## src/rtl/bcg_pkg.sv

```systemverilog
// ---------------------------------------------------------------------------
// bcg_pkg: shared types and constants for the button gesture classifier
// Payload structs, event codes, register indexes and queue sizing.
// ---------------------------------------------------------------------------
package bcg_pkg;

   localparam int unsigned CSR_IDX_W  = 2;
   localparam int unsigned CSR_DATA_W = 16;

   localparam logic [CSR_IDX_W-1:0] CSR_DBL_WINDOW    = 2'd0;
   localparam logic [CSR_IDX_W-1:0] CSR_LONG_TIME     = 2'd1;
   localparam logic [CSR_IDX_W-1:0] CSR_PRESSED_LEVEL = 2'd2;

   localparam logic [15:0] DBL_WINDOW_RESET = 16'd300;
   localparam logic [15:0] LONG_TIME_RESET  = 16'd1000;

   // result queue: four entries, up to two written per cycle
   localparam int unsigned QUEUE_DEPTH = 4;
   localparam int unsigned QUEUE_PTR_W = 2;
   localparam int unsigned QUEUE_CNT_W = 3;

   typedef enum logic [2:0] {
      EV_PRESS        = 3'd0,
      EV_RELEASE_LONG = 3'd1,
      EV_CLICK        = 3'd2,
      EV_DOUBLE       = 3'd3,
      EV_LONG         = 3'd4
   } event_code_type;

   typedef struct packed {
      logic        pin_level;
      logic [31:0] now_ms;
   } req_type;

   typedef struct packed {
      event_code_type event_code;
      logic           last;
   } rsp_type;

   typedef struct packed {
      logic [15:0] double_click_window;
      logic [15:0] long_press_time;
      logic        pressed_level;
   } cfg_type;

   // events produced by one sample, first event in ev0
   typedef struct packed {
      logic [1:0]     count;
      event_code_type ev0;
      event_code_type ev1;
   } step_result_type;

endpackage

```

## src/rtl/bcg_core.sv

```systemverilog
// ---------------------------------------------------------------------------
// bcg_core: gesture state and per-sample classification
// Holds the button state and turns one registered sample into 0..2 events.
// ---------------------------------------------------------------------------
module bcg_core
   import bcg_pkg::*;
(
   input  logic            clock,
   input  logic            reset,
   input  logic            step_en,
   input  req_type         sample,
   input  cfg_type         cfg,
   output step_result_type result
);

   logic        held_ff, held_in;
   logic [31:0] press_stamp_ff, press_stamp_in;
   logic        long_fired_ff, long_fired_in;
   logic        click_waiting_ff, click_waiting_in;
   logic [31:0] click_stamp_ff, click_stamp_in;
   logic        second_seen_ff, second_seen_in;

   logic [31:0] click_elapsed;
   logic [31:0] hold_elapsed;
   logic        confirm;
   logic        waiting_after;
   logic        is_down;
   logic        long_reached;
   logic        edge_ev_valid;
   event_code_type edge_ev;

   always_comb begin
      click_elapsed = sample.now_ms - click_stamp_ff;
      hold_elapsed  = sample.now_ms - press_stamp_ff;
      confirm       = click_waiting_ff && (click_elapsed >= {16'd0, cfg.double_click_window});
      waiting_after = click_waiting_ff && !confirm;
      is_down       = (sample.pin_level == cfg.pressed_level);
      long_reached  = (hold_elapsed >= {16'd0, cfg.long_press_time});

      held_in          = held_ff;
      press_stamp_in   = press_stamp_ff;
      long_fired_in    = long_fired_ff;
      click_waiting_in = waiting_after;
      click_stamp_in   = click_stamp_ff;
      second_seen_in   = second_seen_ff;
      edge_ev_valid    = 1'b0;
      edge_ev          = EV_PRESS;

      if (is_down && !held_ff) begin
         held_in        = 1'b1;
         press_stamp_in = sample.now_ms;
         long_fired_in  = 1'b0;
         if (waiting_after) begin
            second_seen_in   = 1'b1;
            click_waiting_in = 1'b0;
         end
         edge_ev_valid = 1'b1;
         edge_ev       = EV_PRESS;
      end else if (!is_down && held_ff) begin
         held_in = 1'b0;
         if (!long_fired_ff && !long_reached) begin
            if (second_seen_ff) begin
               second_seen_in   = 1'b0;
               click_waiting_in = 1'b0;
               edge_ev_valid    = 1'b1;
               edge_ev          = EV_DOUBLE;
            end else begin
               click_waiting_in = 1'b1;
               click_stamp_in   = sample.now_ms;
            end
         end else begin
            click_waiting_in = 1'b0;
            second_seen_in   = 1'b0;
            edge_ev_valid    = 1'b1;
            edge_ev          = EV_RELEASE_LONG;
         end
      end else if (held_ff && !long_fired_ff && long_reached) begin
         long_fired_in    = 1'b1;
         click_waiting_in = 1'b0;
         edge_ev_valid    = 1'b1;
         edge_ev          = EV_LONG;
      end

      // pack: a confirmed click always comes first
      result.count = {1'b0, confirm} + {1'b0, edge_ev_valid};
      result.ev0   = confirm ? EV_CLICK : edge_ev;
      result.ev1   = edge_ev;
   end

   always_ff @(posedge clock) begin
      if (reset) begin
         held_ff          <= 1'b0;
         press_stamp_ff   <= '0;
         long_fired_ff    <= 1'b0;
         click_waiting_ff <= 1'b0;
         click_stamp_ff   <= '0;
         second_seen_ff   <= 1'b0;
      end else if (step_en) begin
         held_ff          <= held_in;
         press_stamp_ff   <= press_stamp_in;
         long_fired_ff    <= long_fired_in;
         click_waiting_ff <= click_waiting_in;
         click_stamp_ff   <= click_stamp_in;
         second_seen_ff   <= second_seen_in;
      end
   end

endmodule

```

## src/rtl/bcg_queue.sv

```systemverilog
// ---------------------------------------------------------------------------
// bcg_queue: result queue
// Takes up to two results per cycle, hands out one per transfer.
// ---------------------------------------------------------------------------
module bcg_queue
   import bcg_pkg::*;
(
   input  logic            clock,
   input  logic            reset,
   input  step_result_type push,
   input  logic            push_en,
   output logic            room_for_two,
   output logic            rsp_valid,
   input  logic            rsp_ready,
   output rsp_type         rsp_payload
);

   rsp_type                entry_ff [QUEUE_DEPTH];
   logic [QUEUE_PTR_W-1:0] wr_ptr_ff, wr_ptr_in;
   logic [QUEUE_PTR_W-1:0] rd_ptr_ff, rd_ptr_in;
   logic [QUEUE_CNT_W-1:0] count_ff, count_in;
   logic [QUEUE_CNT_W-1:0] push_n;
   logic                   pop;
   logic [QUEUE_PTR_W-1:0] wr_ptr_next;

   always_comb begin
      rsp_valid    = (count_ff != '0);
      push_n       = push_en ? {1'b0, push.count} : '0;
      pop          = rsp_valid && rsp_ready;
      wr_ptr_next  = wr_ptr_ff + 1'b1;
      wr_ptr_in    = wr_ptr_ff + push_n[QUEUE_PTR_W-1:0];
      rd_ptr_in    = rd_ptr_ff + {{(QUEUE_PTR_W-1){1'b0}}, pop};
      count_in     = count_ff + push_n - {{(QUEUE_CNT_W-1){1'b0}}, pop};
      room_for_two = (count_ff <= QUEUE_CNT_W'(QUEUE_DEPTH - 2));
      rsp_payload  = entry_ff[rd_ptr_ff];
   end

   always_ff @(posedge clock) begin
      if (reset) begin
         wr_ptr_ff <= '0;
         rd_ptr_ff <= '0;
         count_ff  <= '0;
      end else begin
         wr_ptr_ff <= wr_ptr_in;
         rd_ptr_ff <= rd_ptr_in;
         count_ff  <= count_in;
      end
   end

   // payload storage, no reset
   always_ff @(posedge clock) begin
      if (push_en && push.count != 2'd0) begin
         entry_ff[wr_ptr_ff].event_code <= push.ev0;
         entry_ff[wr_ptr_ff].last       <= (push.count == 2'd1);
      end
      if (push_en && push.count == 2'd2) begin
         entry_ff[wr_ptr_next].event_code <= push.ev1;
         entry_ff[wr_ptr_next].last       <= 1'b1;
      end
   end

endmodule

```

## src/rtl/button_click_gesture_classifier.sv

```systemverilog
// ---------------------------------------------------------------------------
// button_click_gesture_classifier: press / click / double click / long press
// Classifies timestamped pin samples into button gesture events.
// ---------------------------------------------------------------------------
// Each sample (pin level, millisecond tick) is captured in an input register,
// classified when the queue has room for two results, and its 0, 1 or 2 events
// land in a four-entry result queue. One sample is taken every cycle while
// the queue holds at most two results; each result leaves in a cycle of its
// own through the single queue read port, so a sample that yields two events
// (a timed-out click followed by the edge event) leaves as two transfers. The
// last flag marks the final event of a sample; samples with no event produce
// no transfer. Elapsed times are modulo 2^32. Registers are written through
// csr_* with no wait; the user must write them only while no sample is in
// flight, as the block itself does not enforce it.
// ---------------------------------------------------------------------------
module button_click_gesture_classifier
   import bcg_pkg::*;
(
   input  logic                  clock,
   input  logic                  reset,
   input  logic                  req_valid,
   output logic                  req_ready,
   input  req_type               req_payload,
   output logic                  rsp_valid,
   input  logic                  rsp_ready,
   output rsp_type               rsp_payload,
   input  logic                  csr_we,
   input  logic [CSR_IDX_W-1:0]  csr_index,
   input  logic [CSR_DATA_W-1:0] csr_wdata
);

   cfg_type         cfg_ff;
   req_type         sample_ff;
   logic            sample_valid_ff, sample_valid_in;
   logic            advance;
   logic            room_for_two;
   step_result_type step_result;

   // Advance the held sample only when the queue can absorb a two-event sample.
   assign advance         = sample_valid_ff && room_for_two;
   assign req_ready       = !sample_valid_ff || room_for_two;
   assign sample_valid_in = req_ready ? req_valid : sample_valid_ff;

   // Configuration registers.
   always_ff @(posedge clock) begin
      if (reset) begin
         cfg_ff.double_click_window <= DBL_WINDOW_RESET;
         cfg_ff.long_press_time     <= LONG_TIME_RESET;
         cfg_ff.pressed_level       <= 1'b0;
      end else if (csr_we) begin
         case (csr_index)
            CSR_DBL_WINDOW:    cfg_ff.double_click_window <= csr_wdata;
            CSR_LONG_TIME:     cfg_ff.long_press_time     <= csr_wdata;
            CSR_PRESSED_LEVEL: cfg_ff.pressed_level       <= csr_wdata[0];
            default: begin
               // drop writes to unmapped indexes
            end
         endcase
      end
   end

   // Input register: hold the sample until the classifier takes it.
   always_ff @(posedge clock) begin
      if (reset) begin
         sample_valid_ff <= 1'b0;
      end else begin
         sample_valid_ff <= sample_valid_in;
      end
   end

   always_ff @(posedge clock) begin
      if (req_valid && req_ready) begin
         sample_ff <= req_payload;
      end
   end

   bcg_core u_core (
      .clock   (clock),
      .reset   (reset),
      .step_en (advance),
      .sample  (sample_ff),
      .cfg     (cfg_ff),
      .result  (step_result)
   );

   bcg_queue u_queue (
      .clock        (clock),
      .reset        (reset),
      .push         (step_result),
      .push_en      (advance),
      .room_for_two (room_for_two),
      .rsp_valid    (rsp_valid),
      .rsp_ready    (rsp_ready),
      .rsp_payload  (rsp_payload)
   );

endmodule

```

## config.mk

```make
export PLATFORM = sky130hd
export DESIGN_NAME = button_click_gesture_classifier
export DESIGN_NICKNAME = d
export VERILOG_FILES = /design/src/rtl/bcg_pkg.sv /design/src/rtl/bcg_core.sv /design/src/rtl/bcg_queue.sv /design/src/rtl/button_click_gesture_classifier.sv
export SDC_FILE = /design/constraint.sdc
export NUM_CORES = 1
export LEC_CHECK = 0
export BUFFER_PORTS_ARGS = -buffer_cell sky130_fd_sc_hd__buf_4
export CAP_MARGIN = 10
export CORE_ASPECT_RATIO = 1.5
export CORE_MARGIN = 3
export CORE_UTILIZATION = 45
export DETAILED_ROUTE_END_ITERATION = 12
export HOLD_SLACK_MARGIN = 0.02
export PLACE_DENSITY = 0.73
export SYNTH_ARGS = -nofsm -noshare
export SYNTH_HDL_FRONTEND = slang
export SYNTH_SLANG_ARGS = --single-unit
```

## constraint.sdc

```tcl
create_clock -name clock -period 6.7 [get_ports clock]
set_clock_uncertainty 0.2 [all_clocks]
set_input_delay 1.34 -clock clock [delete_from_list [all_inputs] [get_ports clock]]
set_output_delay 1.34 -clock clock [all_outputs]
set_load 0.01 [all_outputs]
```

==> metrics.csv <==
stage;metric;value;unit
critical_path;cp_max_fo;7;
grt;grt_max_degree;65;
clocking;root_buffer;clkbuf_16;
pwr;p_leak;4.67;nW
routing;drt_iter0_drc;636;
logic_synthesis;synth_edf_count;45;
finish;diodes;0;
finish;syn_to_final_growth;12.4;%
grt;antenna_found_initial;0;
place;hpwl;21800;µm
grt;grt_most_used_layer;met2;
sta;finalCritPeriodShare;0.942;
clocking;tritoncts;yes;
logic_synthesis;synth_area_per_cell;8.35;µm²
clocking;cts_sinks;158;
finish;fin_nets;1491;
grt;grt_util_met2;0.397;
pwr;power_density;251;nW/µm²
floorplan;die_w;132;µm
logic_synthesis;ys_ff_latch;158;
logic_synthesis;yosysTopAreaCell;dfxtp_1;
place;io_buffers;61;
logic_synthesis;ys_warn_count;0;
sta;worstMarginPinSlew;837;ps
critical_path;path_class;reg2reg;
finish;final_common_cell;nand2_1;
pwr;ir_drop;210;µV
finish;utilization;0.520;
sta;min_period;6310;ps
critical_path;cp-start-kind;flip-flop;
logic_synthesis;synth_area_leaders;dfxtp_1, edfxtp_1, ha_1, nand2_1, a21oi_1;
floorplan;pin_count;62;
sta;max_freq;158;MHz
run;maxCapViolCount;0;
status;status;complete, no violations;
logic_synthesis;synth_nets;1454;
routing;route.vias.total;9388;
routing;wl;28500;µm
routing;via_per_inst;5.67;
sta;setup_viol;0;
floorplan;die_h;196;µm
sta;rsz0062_at_grt;false;
routing;wire_per_inst;17.2;µm
critical_path;worst-endpoint-required;6810;ps
grt;grt-ovfl-total;0;
place;gp_congestion;0.954;
floorplan;rows;68;
grt;grtUsageMet3;0.0304;
critical_path;worstPathArrival;6420;ps
logic_synthesis;ys_types;83;
clocking;htreeDepth;4;
logic_synthesis;syn-cell-area;10800;µm²
clocking;clock_tree.buffer_depth;2;
clocking;clk_latency;440;ps
logic_synthesis;synth_top_area_frac;0.210;
grt;use_met1;0.254;
logic_synthesis;async_flop_share;0;
clocking;cts_setup_buffers;0;
grt;grt_pass1_wl;46000;µm
routing;ant_nets;0;
logic_synthesis;ys_seq_area_frac;0.335;
sta;maxSlewViolCount;0;
sta;relSlewSlack;0.442;
sta;finalSetupTns;0;ps
critical_path;cp-end-kind;flip-flop;
grt;grt_pass1_vias;9128;
finish;drive_above_1_share;0.0992;
routing;drc;0;
clocking;numCtsBuffers;17;
floorplan;die_area;25900;µm²
grt;grt_use_total;0.219;
hold_path;hold_path.class;reg2reg;
finish;layout_common_cells;nand2_1, a21oi_1, inv_1, dfxtp_1, ha_1;
sta;finalHoldViolCount;0;
clocking;clkSlewWorstSetupHoldPaths;70;ps
routing;first_pass_iters;6;
logic_synthesis;ys.flop_type;dfxtp_1;
logic_synthesis;synthCells;1291;
floorplan;coreArea;23300;µm²
floorplan;initial_core_util;0.462;
[cell type report]
class                      count  area (µm²)
timing repair buffer          70         526
fill                        2259       11200
clock buffer                  17         425
tap                          315         394
sequential                   158        3610
multi-input combinational    956        6480
inverter                     125         469
clock inverter                15         200
[logic make-up after synthesis]
family	synth area share
buffers and inverters	0.0635
muxes	0.0485
DFF	0.335
AOI/OAI and AO/OA	0.205
adders and majority gates	0.126
and+or+nand+nor	0.185
xor gates and xnor gates	0.0366
[layer usage]
layer,vias up,part of all wire
li1,4650,-
met1,4459,0.42
met2,222,0.51
met3,57,0.034
met4,0,0.038
met5,-,0
[path summary, 6_finish.rpt]
path                                                        startpoint                                      to  slack (ps)  cells past startpoint
worst min register to register  u_core.press_stamp_ff[29]$_SDFFE_PP0P_  u_core.press_stamp_ff[29]$_SDFFE_PP0P_         250                      2
worst max register to register                  sample_ff[0]$_DFFE_PP_          u_queue.count_ff[2]$_SDFF_PP0_         390                     27
worst max-delay path                            sample_ff[0]$_DFFE_PP_          u_queue.count_ff[2]$_SDFF_PP0_         390                     27
worst min-delay path            u_core.press_stamp_ff[29]$_SDFFE_PP0P_  u_core.press_stamp_ff[29]$_SDFFE_PP0P_         250                      2
[power by group]
group	total [mW]	leakage, nW	internal [mW]	switching, mW
Sequential	1.11	1.35	1.05	0.0620
Combinational	0.881	3.01	0.379	0.502
Clock	1.05	0.310	0.602	0.450
[cell usage after synthesis (29+ instances only)]
| master | count |
|---|---|
| a21oi_1 | 129 |
| edfxtp_1 | 45 |
| clkbuf_1 | 43 |
| xnor2_1 | 29 |
| a21o_1 | 35 |
| nand2_1 | 188 |
| inv_1 | 125 |
| ha_1 | 104 |
| o21ai_0 | 33 |
| nor2_1 | 81 |
| mux2i_1 | 41 |
| dfxtp_1 | 113 |
[critical path, cell delays in order (launching register included)]
cell	delay, ps
edfxtp_1	370
inv_1	70
ha_1	230
fa_1	400
and2b_1	250
o211ai_2	100
a21oi_2	360
o21a_1	160
nor2_1	40
xnor2_1	130
ha_1	190
a21o_1	150
a21o_1	170
a211oi_1	230
o31ai_1	130
a21oi_1	230
nand4_1	120
or4_1	550
o41ai_1	360
nand2b_1	170
ha_1	400
and3_1	220
ha_1	170
inv_1	50
fa_1	380
xnor2_1	180
xnor2_1	140
nor2_1	60
[state kept, by name, indices dropped and copies added (netlist names), 2 cells and up]
name                   count
cfg_ff                    33
u_queue.wr_ptr_ff          2
u_core.click_stamp_ff     32
sample_ff                 33
u_queue.count_ff           3
u_queue.rd_ptr_ff          2
u_core.press_stamp_ff     32
u_queue.entry_ff          16
[metrics by stage]
| stage | total power, mW | std cells | setup WS (ps) | hold slack (ps) | instance area [µm²] |
|---|---|---|---|---|---|
| final | 3.04 | 1656 | 386 | 253 | 12100 |
| after global routing | 3.20 | 1656 | 7.30 | 268 | 12100 |
| after CTS | 3.05 | 1656 | 372 | 256 | 12100 |
| after detailed placement | 2.00 | 1624 | 433 | 246 | 11500 |
| after global placement | 1.98 | 1624 | 650 | 242 | 11500 |
| after floorplan | 1.75 | 1291 | 1070 | 236 | 10800 |
[repair_timing]
action | CTS | global route
setup endpoints to repair | 0 | 1
hold buffers | 0 | 0
gates resized for setup | 0 | 1
Power figures use the tool's default switching activity.
